## src/rtl/edi_pkg.sv

```systemverilog
package edi_pkg;

   // Pixel format: three packed 8-bit channels, channel k in bits 8k+7..8k.
   localparam int NumChannels = 3;
   localparam int ChanWidth   = 8;
   localparam int PixelWidth  = NumChannels * ChanWidth;

   // Cross sums add two channel distances, so they need one extra bit.
   localparam int SumWidth    = ChanWidth + 1;
   localparam int DirWidth    = 2;

   typedef logic [PixelWidth-1:0] pixel_type;
   typedef logic [ChanWidth-1:0]  dist_type;
   typedef logic [SumWidth-1:0]   sum_type;
   typedef logic [DirWidth-1:0]   dir_type;

   // Interpolation direction codes.
   localparam dir_type DirUpLeft  = 2'd0;
   localparam dir_type DirVert    = 2'd1;
   localparam dir_type DirUpRight = 2'd2;

   // The six neighbors of one missing pixel.
   typedef struct packed {
      pixel_type above_left;
      pixel_type above_mid;
      pixel_type above_right;
      pixel_type below_left;
      pixel_type below_mid;
      pixel_type below_right;
   } window_type;

   // Distance between two pixels: the largest absolute channel difference.
   function automatic dist_type pix_dist(input pixel_type a, input pixel_type b);
      dist_type worst;
      dist_type x;
      dist_type y;
      dist_type d;
      begin
         worst = '0;
         for (int k = 0; k < NumChannels; k++) begin
            x = a[k*ChanWidth +: ChanWidth];
            y = b[k*ChanWidth +: ChanWidth];
            d = (x > y) ? (x - y) : (y - x);
            if (d > worst) begin
               worst = d;
            end
         end
         return worst;
      end
   endfunction

   // Per-channel floor average of two pixels.
   function automatic pixel_type pix_avg(input pixel_type a, input pixel_type b);
      pixel_type r;
      logic [ChanWidth:0] s;
      begin
         r = '0;
         for (int k = 0; k < NumChannels; k++) begin
            s = {1'b0, a[k*ChanWidth +: ChanWidth]} + {1'b0, b[k*ChanWidth +: ChanWidth]};
            r[k*ChanWidth +: ChanWidth] = s[ChanWidth:1];
         end
         return r;
      end
   endfunction

endpackage

```

## src/rtl/edge_directed_deinterlace.sv

```systemverilog
// An accepted transaction is held in the input register and then in the result
// register, which drives the result port. Throughput: one transaction per clock
// while rsp_stall is low; the input register and the result register form a
// two-entry pipeline, so input is taken while a result waits.
// Reset (synchronous, active high) clears only the two valid flags.
module edge_directed_deinterlace
   import edi_pkg::*;
(
   input  logic                  clock,
   input  logic                  reset,

   input  logic                  req_valid,
   output logic                  req_stall,
   input  logic [PixelWidth-1:0] req_above_left,
   input  logic [PixelWidth-1:0] req_above_mid,
   input  logic [PixelWidth-1:0] req_above_right,
   input  logic [PixelWidth-1:0] req_below_left,
   input  logic [PixelWidth-1:0] req_below_mid,
   input  logic [PixelWidth-1:0] req_below_right,

   output logic                  rsp_valid,
   input  logic                  rsp_stall,
   output logic [PixelWidth-1:0] rsp_filled_pixel,
   output logic [DirWidth-1:0]   rsp_direction
);

   logic       win_valid_ff;
   logic       win_valid_in;
   window_type win_ff;

   logic       res_valid_ff;
   logic       res_valid_in;
   pixel_type  res_pixel_ff;
   dir_type    res_dir_ff;

   logic       res_load;
   logic       win_free;
   logic       req_take;

   dist_type   c0;
   dist_type   c1;
   dist_type   c2;
   dist_type   c_first;
   sum_type    p_sum;
   sum_type    q_sum;
   dir_type    dir_pick;
   dir_type    dir_first;
   pixel_type  avg_pick;

   // Flow control: the result register loads when empty or being drained,
   // and the input register is free when empty or moving into the result.
   assign res_load  = !res_valid_ff || !rsp_stall;
   assign win_free  = !win_valid_ff || res_load;
   assign req_stall = !win_free;
   assign req_take  = req_valid && win_free;

   always_comb begin
      win_valid_in = win_free ? req_valid : win_valid_ff;
      res_valid_in = res_load ? win_valid_ff : res_valid_ff;
   end

   always_ff @(posedge clock) begin
      if (reset) begin
         win_valid_ff <= 1'b0;
         res_valid_ff <= 1'b0;
      end else begin
         win_valid_ff <= win_valid_in;
         res_valid_ff <= res_valid_in;
      end
   end

   // Capture the neighbor window of an accepted transaction.
   always_ff @(posedge clock) begin
      if (req_take) begin
         win_ff.above_left  <= req_above_left;
         win_ff.above_mid   <= req_above_mid;
         win_ff.above_right <= req_above_right;
         win_ff.below_left  <= req_below_left;
         win_ff.below_mid   <= req_below_mid;
         win_ff.below_right <= req_below_right;
      end
   end

   // Cross sums and direction costs.
   always_comb begin
      p_sum = {1'b0, pix_dist(win_ff.above_left, win_ff.below_mid)}
            + {1'b0, pix_dist(win_ff.above_mid, win_ff.below_right)};
      q_sum = {1'b0, pix_dist(win_ff.above_mid, win_ff.below_left)}
            + {1'b0, pix_dist(win_ff.above_right, win_ff.below_mid)};
      c0 = pix_dist(win_ff.above_left, win_ff.below_right);
      c1 = pix_dist(win_ff.above_mid, win_ff.below_mid);
      c2 = pix_dist(win_ff.above_right, win_ff.below_left);
   end

   // Direction choice; ties go to the later direction, but c2 loses to c_first.
   always_comb begin
      dir_first = (c0 < c1) ? DirUpLeft : DirVert;
      c_first   = (c0 < c1) ? c0 : c1;
      if (p_sum > q_sum) begin
         dir_pick = dir_first;
      end else if (p_sum < q_sum) begin
         dir_pick = (c1 < c2) ? DirVert : DirUpRight;
      end else begin
         dir_pick = (c2 < c_first) ? DirUpRight : dir_first;
      end
   end

   // Average the pair along the chosen direction.
   always_comb begin
      unique case (dir_pick)
         DirUpLeft: avg_pick = pix_avg(win_ff.above_left, win_ff.below_right);
         DirVert:   avg_pick = pix_avg(win_ff.above_mid, win_ff.below_mid);
         default:   avg_pick = pix_avg(win_ff.above_right, win_ff.below_left);
      endcase
   end

   always_ff @(posedge clock) begin
      if (res_load && win_valid_ff) begin
         res_pixel_ff <= avg_pick;
         res_dir_ff   <= dir_pick;
      end
   end

   assign rsp_valid        = res_valid_ff;
   assign rsp_filled_pixel = res_pixel_ff;
   assign rsp_direction    = res_dir_ff;

   // An accepted transaction always lands in the input register.
   a_take_lands: assert property (@(posedge clock) disable iff (reset)
      req_take |=> win_valid_ff)
      else $error("accepted transaction not held in input register");

   // A window blocked behind a waiting result is kept, not dropped.
   a_win_held: assert property (@(posedge clock) disable iff (reset)
      (win_valid_ff && req_stall) |=> win_valid_ff)
      else $error("stalled window lost");

   // A new result only appears when the input register held a window.
   a_rsp_source: assert property (@(posedge clock) disable iff (reset)
      (res_load && !res_valid_in) |-> !win_valid_ff)
      else $error("result register emptied while a window was waiting");

   // A result is never dropped while the consumer stalls.
   a_rsp_held: assert property (@(posedge clock) disable iff (reset)
      (res_valid_ff && rsp_stall) |=> (res_valid_ff && $stable(res_dir_ff)))
      else $error("stalled result changed or dropped");

endmodule
```

## config.mk

```make
export PLATFORM = sky130hd
export DESIGN_NAME = edge_directed_deinterlace
export DESIGN_NICKNAME = d
export VERILOG_FILES = /design/src/rtl/edi_pkg.sv /design/src/rtl/edge_directed_deinterlace.sv
export SDC_FILE = /design/constraint.sdc
export NUM_CORES = 1
export LEC_CHECK = 0
export ABC_CLOCK_PERIOD_IN_PS = 20700
export BUFFER_PORTS_ARGS = -buffer_cell sky130_fd_sc_hd__buf_2
export CAP_MARGIN = 15
export CORE_ASPECT_RATIO = 0.8
export CORE_UTILIZATION = 44
export CTS_CLUSTER_SIZE = 28
export DETAILED_ROUTE_END_ITERATION = 8
export GPL_TIMING_DRIVEN = 0
export SLEW_MARGIN = 15
export SYNTH_ARGS = -nofsm -noshare
export SYNTH_HDL_FRONTEND = slang
export SYNTH_SLANG_ARGS = --single-unit
```

## constraint.sdc

```tcl
create_clock -name clock -period 20.7 [get_ports clock]
set_input_delay 2.07 -clock clock [delete_from_list [all_inputs] [get_ports clock]]
set_output_delay 2.07 -clock clock [all_outputs]
set_load 0.03 [all_outputs]
```

Yosys cells after proc, flatten, opt, wreduce, memory -nomap -nowiden. Cells that the tools add are included.

Output and inout port bits: 28. Bits in registers: 172. Logic and storage cells: 169.

Multiplexer cells: 49. Eq/ne operators: 1. Add/subtract/negate cells: 53. Reduce and logical (&&, ||, !) cells: 9. Magnitude comparators: 47.

Operator list (count): $mux 8 (43); $sub 8x8->8 (42); $gt 8x8->1 (35); $add 8x8->9 (11); $gt 8x1->1 const B (7); $pmux 24 s2 (1); $lt 8x8->1 (3); $gt 9x9->1 (1); $lt 9x9->1 (1); $mux 2 (4); $logic_not 1->1 (4); $eq 2x1->1 const B (1); $logic_and 1x1->1 (2); $logic_not 2->1 (1); $logic_or 1x1->1 (2); $mux 1 (1).

Longest topological paths before layout.
Depth after elaboration: 16. Depth in mapped cells: 50.

Worst setup path after synthesis. No wires, ideal clock.

Path type: flip-flop to flip-flop. Start: register win_ff[9] (netlist bit). End: register res_pixel_ff[0] (netlist: rsp_filled_pixel[0]), data pin. Library setup time: 0.264 ns. Stages on the path, launching flop included: 46. Setup slack: 11.320 ns. Clock period less this slack: 9.380 ns. Arrival: 9.116 ns. Cell sequence: edfxtp_1 -> inv_1 -> fa_1 -> a21o_1 -> a21oi_1 -> o211ai_1 -> and2_1 -> clkbuf_1 -> mux2_2 -> o211a_1 -> o21bai_1 -> xor2_1 -> ha_1 -> and3_1 -> nand4_1 -> o21ai_0 -> a21oi_1 -> inv_1 -> (+10 left out) -> ha_1 -> a21o_1 -> a21oi_1 -> o21bai_1 -> a21oi_1 -> o21bai_1 -> a21oi_1 -> xnor2_1 -> ha_1 -> nor2b_1 -> o21ai_0 -> o211ai_1 -> a2111oi_0 -> a32o_1 -> a31oi_1 -> buf_2 -> buf_2 -> mux2i_1.

Cells in the longest elaborated chain, start to end: 14. Elaborated cells on any way between the ends: 29. Those cells by class: add/sub: 5; order compare: 10; eq/ne: 1; mux: 12; reduce/logical: 1.

Ends and longest elaborated chain: from (decl) (line edge_directed_deinterlace.sv:29) `window_type win_ff;`; $sub 8x8->8 / $gt 8x8->1 (equally long branches) (line edi_pkg.sv:43) `d = (x > y) ? (x - y) : (y - x);`; $mux 8 (line edi_pkg.sv:43); $gt 8x8->1 (line edi_pkg.sv:44) `if (d > worst) begin`; $mux 8 (line edi_pkg.sv:44); $gt 8x8->1 (line edi_pkg.sv:44); $mux 8 (line edi_pkg.sv:44); $lt 8x8->1 (line edge_directed_deinterlace.sv:98) `c_first = (c0 < c1) ? c0 : c1;`; $mux 8 (line edge_directed_deinterlace.sv:98); $lt 8x8->1 (line edge_directed_deinterlace.sv:104) `dir_pick = (c2 < c_first) ? DirUpRight : dir_first;`; $mux 2 (line edge_directed_deinterlace.sv:104); $mux 2 (line edge_directed_deinterlace.sv:101) `end else if (p_sum < q_sum) begin`; $mux 2 * (line edge_directed_deinterlace.sv:99) `if (p_sum > q_sum) begin`; named net dir_pick[1] (line edge_directed_deinterlace.sv:46) `dir_type dir_pick;`; $eq 2x1->1 / $logic_not 2->1 (equally long branches) (line edge_directed_deinterlace.sv:110) `unique case (dir_pick)`; $pmux 24 s2 * (line edge_directed_deinterlace.sv:110); named net avg_pick[0] (line edge_directed_deinterlace.sv:48) `pixel_type avg_pick;`; to (signal assigned) (line edge_directed_deinterlace.sv:119) `res_pixel_ff <= avg_pick;`; to (decl) (line edge_directed_deinterlace.sv:33) `pixel_type res_pixel_ff;`.

The timed path passes the listed nets; every way through them passes the cells marked *. A chain may end at the register's enable or synchronous reset.

Worst setup path after layout.
Start: register win_ff[104] (netlist bit). End: register res_pixel_ff[14] (netlist: rsp_filled_pixel[14]), data pin.

Cells in the longest elaborated chain, start to end: 14. Elaborated cells on any way between the ends: 41. Those cells by class: add/sub: 9; order compare: 14; eq/ne: 1; mux: 16; reduce/logical: 1.

Ends and longest elaborated chain (line): $sub 8x8->8 / $gt 8x8->1 (equally long branches) (edi_pkg.sv:43); $mux 8 (edi_pkg.sv:43); $gt 8x8->1 (edi_pkg.sv:44); $mux 8 (edi_pkg.sv:44); $gt 8x8->1 (edi_pkg.sv:44); $mux 8 (edi_pkg.sv:44); $lt 8x8->1 (edge_directed_deinterlace.sv:97, edge_directed_deinterlace.sv:98); $mux 8 (edge_directed_deinterlace.sv:98); $lt 8x8->1 (edge_directed_deinterlace.sv:104); $mux 2 (edge_directed_deinterlace.sv:104); $mux 2 (edge_directed_deinterlace.sv:101); $mux 2 (edge_directed_deinterlace.sv:99); $eq 2x1->1 / $logic_not 2->1 (equally long branches) (edge_directed_deinterlace.sv:110); $pmux 24 s2 * (edge_directed_deinterlace.sv:110); named net avg_pick[14] (edge_directed_deinterlace.sv:48).

Marks and branches as above.

==> impl_metrics.ini <==
[status]
run_status = finished clean

[yosys]
postSynthNetCount = 3715
synth_top_area_share_pct = 25.46
synth.cell_area_um2 = 26780
synth-seq-cells = 172
synth_cells = 2969
synth_top_flop_cell = sky130_fd_sc_hd__edfxtp_1
synthTopCellsByArea = sky130_fd_sc_hd__ha_1 (25%), sky130_fd_sc_hd__edfxtp_1 (19%), sky130_fd_sc_hd__mux2i_1 (6.6%)
synth.yosys.seq_area_share_pct = 19.21
yosysUniqueCellTypes = 89
postSynth.asyncResetShare_pct = 0
syn-mean-instance-area_um2 = 9.020
number_of_enable_type_register_cells_in_the_synthesized_netlist = 170
yosys.area.top_type = sky130_fd_sc_hd__ha_1
synth.top_cells.by_count = sky130_fd_sc_hd__ha_1 (545), sky130_fd_sc_hd__inv_1 (365), sky130_fd_sc_hd__a21oi_1 (264)
cell_with_the_most_instances_after_synthesis = sky130_fd_sc_hd__ha_1
ys_warn_count = 0

[global_routing]
grt.total_usage_pct = 28.46
first_global_vias = 22500
antenna_found_initial = 1
overflow = 0
grt_pass1_wl_um = 133200
largest_net_degree_at_the_start_of_global_routing = 29

[clocking]
h-tree-depth = 4
clkSinkCount = 172
cts_tree = yes
clock_root_cell = sky130_fd_sc_hd__clkbuf_16
clkSlewWorstSetupHoldPaths_ns = 0.08
worst_skew_pair.late_latency_ns = 0.51
numCtsBuffers = 17
cts.repair_timing.setup_buffer_count = 0
cts-hold-fix-buffers = 0
number_of_buffers_on_the_longest_clock_path = 2
post_cts_resize_count = 0

[final_layout]
sequential_cell_area_um2 = 5145
num_antenna_cells = 0
area_delta_synth_final_pct = 9.718
finalNetCount = 3915
final.fill_count = 5654
stdcell_area_um2 = 29380
final_core_utilization_pct = 49.09
multi_input_comb_area_um2 = 19920
post_route_cells_drive_above_1_share_pct = 10.94

[setup_path]
most_used_cell_along_the_critical_path = sky130_fd_sc_hd__a21oi_1
slowest_stage = sky130_fd_sc_hd__a2111oi_0
critical_path.max_fanout = 10
crit_type = reg2reg
cp_data_required_time_ns = 20.91
crit_path_start_kind = flip-flop
end_kind = flip-flop
rrSetupSlack_ns = 7.33
critPathMaxStageDelay_ns = 0.70
cp_data_arrival_time_ns = 13.57

[pwr]
ir_drop_v = 0.0004478
leakage_nw = 13.94
powerDensity_nw_per_um2 = 181.5

[sta]
finalSetupTns_ns = 0
min_period_ns = 13.37
report.final.setup_viol = 0
clock.fmax_mhz = 74.81
slew-limit-headroom_pct = 33.61
clock_skew_ns = 0.02195
post_route_worst_setup_slack_ns = 7.332
final-hold-violation-count = 0
grt_setup_unrepaired = no
drv_slew = 0
worstMarginPinSlew_ns = 0.9958
post-route-period-util_pct = 64.58

[route]
antenna_left = 0
drt-pass1-iter-count = 6
post-route-drc-count = 0
avgViaCountPerCell = 5.926
post_drt_wl_per_cell_um = 22.55
num_vias = 23470
first_iter_violations = 2083
total_detailed_routing_wirelength_um = 89340

[floorplanning]
core_area_um2 = 59860
num_io_pins = 176
start_util_pct = 44.74
die-area_um2 = 61860
floorplan.die.height_um = 222.7
number_of_placement_rows = 80
dieWidth_um = 277.8

[run]
cap_viol_max_count = 0

[placed_design]
final_weighted_congestion_of_routability_driven_global_placement = 1.014
port-buffer-count = 175
place.detailed.hpwl_um = 76080
place_ws_ns = 7.764
post_dp_cell_area_um2 = 28780

[hold_path]
hp-class = reg2reg
metal layers:
layer | global-route usage, % | share of wire (%) | wire length, um
met1 | 42.89 | 48 | 42920
met5 | 0 | 0 | 0
met2 | 41.34 | 42 | 37180
met4 | 7.681 | 2.3 | 2019
met3 | 4.700 | 8.1 | 7220
area by class of cell:
type,count,share of cell area (%)
Multi-Input combinational cell,2354,67.78
Sequential cell,172,17.51
Inverter,367,4.688
Timing Repair Buffer,181,3.441
Tap cell,779,3.317
Clock buffer,17,1.448
Buffer,76,1.226
Clock inverter,15,0.5877
path summary, 6_finish.rpt:
check                     from                   end  depth (start not counted)
setup / recovery   win_ff[104]  rsp_filled_pixel[14]                         46
hold / removal    win_valid_ff             rsp_valid                          2
hold reg to reg   win_valid_ff             rsp_valid                          2
setup reg to reg   win_ff[104]  rsp_filled_pixel[14]                         46
logic make-up (layout without fill, tap and decap cells):
| group | count (synthesis) | after routing | synth area share (%) |
|---|---|---|---|
| AOI/OAI and AO/OA | 806 | 806 | 19.50 |
| adders and majority gates | 598 | 598 | 29.43 |
| and+or+nand+nor | 516 | 516 | 9.695 |
| buffers and inverters | 443 | 656 | 6.490 |
| muxes | 244 | 244 | 9.466 |
| xor gates and xnor gates | 190 | 190 | 6.214 |
| DFF | 172 | 172 | 19.21 |
through the flow:
step / hold slack [ns] / total power [W] / std cells
after floorplan: 0.4444 / 0.003604 / 2969
after global placement: 0.4561 / 0.004808 / 3923
after detailed placement: 0.4934 / 0.004917 / 3929
after CTS: 0.5123 / 0.005285 / 3961
after global routing: 0.5667 / 0.005693 / 3961
final: 0.5075 / 0.005332 / 3961
report_power, final:
part           internal, W  switching [W]
combinational      0.00172        0.00266
sequential        0.000566      0.0000473
clock             0.000163       0.000177
total              0.00244        0.00289
cell usage in the layout, fill, tap and decap left out, types with 17 or more instances in the layout:
| cell type | synthesis | final |
|---|---|---|
| sky130_fd_sc_hd__mux2i_1 | 176 | 176 |
| sky130_fd_sc_hd__xnor2_1 | 158 | 158 |
| sky130_fd_sc_hd__nand3_1 | 47 | 47 |
| sky130_fd_sc_hd__nand2_1 | 129 | 129 |
| sky130_fd_sc_hd__o211ai_1 | 24 | 24 |
| sky130_fd_sc_hd__and3_1 | 19 | 19 |
| sky130_fd_sc_hd__o31ai_1 | 18 | 18 |
| sky130_fd_sc_hd__nor2_1 | 111 | 111 |
| sky130_fd_sc_hd__nand2b_1 | 19 | 19 |
| sky130_fd_sc_hd__nor3_1 | 26 | 26 |
| sky130_fd_sc_hd__fa_1 | 53 | 53 |
| sky130_fd_sc_hd__xor2_1 | 32 | 32 |
| sky130_fd_sc_hd__clkbuf_16 | 0 | 17 |
| sky130_fd_sc_hd__a21o_1 | 82 | 82 |
| sky130_fd_sc_hd__a31oi_1 | 20 | 20 |
| sky130_fd_sc_hd__o21a_1 | 39 | 39 |
| sky130_fd_sc_hd__and2_1 | 19 | 19 |
| sky130_fd_sc_hd__buf_2 | 16 | 191 |
| sky130_fd_sc_hd__inv_1 | 365 | 365 |
| sky130_fd_sc_hd__o21bai_1 | 56 | 56 |
| sky130_fd_sc_hd__edfxtp_1 | 170 | 170 |
| sky130_fd_sc_hd__nor2b_1 | 44 | 43 |
| sky130_fd_sc_hd__ha_1 | 545 | 545 |
| sky130_fd_sc_hd__clkbuf_1 | 50 | 50 |
| sky130_fd_sc_hd__a21oi_1 | 264 | 264 |
| sky130_fd_sc_hd__o21ai_0 | 138 | 138 |
| sky130_fd_sc_hd__nand4_1 | 55 | 55 |
| sky130_fd_sc_hd__mux2_2 | 66 | 66 |
| sky130_fd_sc_hd__a211oi_1 | 25 | 25 |
flip-flops by register name, indices dropped and copies added, names as in the netlist:
name,count
rsp_direction,2
win_ff,144
rsp_valid,1
rsp_filled_pixel,24
win_valid_ff,1
worst max-delay path: cells and delay by family (launching register included):
family          cells  cell delay [ns]
mux                 3             1.19
xor+xnor            2             0.68
simple gates        4             0.56
compound gates     23             6.20
buf+inv             8             1.97
fa+ha+maj           6             1.78
flops               1             0.64
No activity file was read; power rests on OpenSTA's default activity.
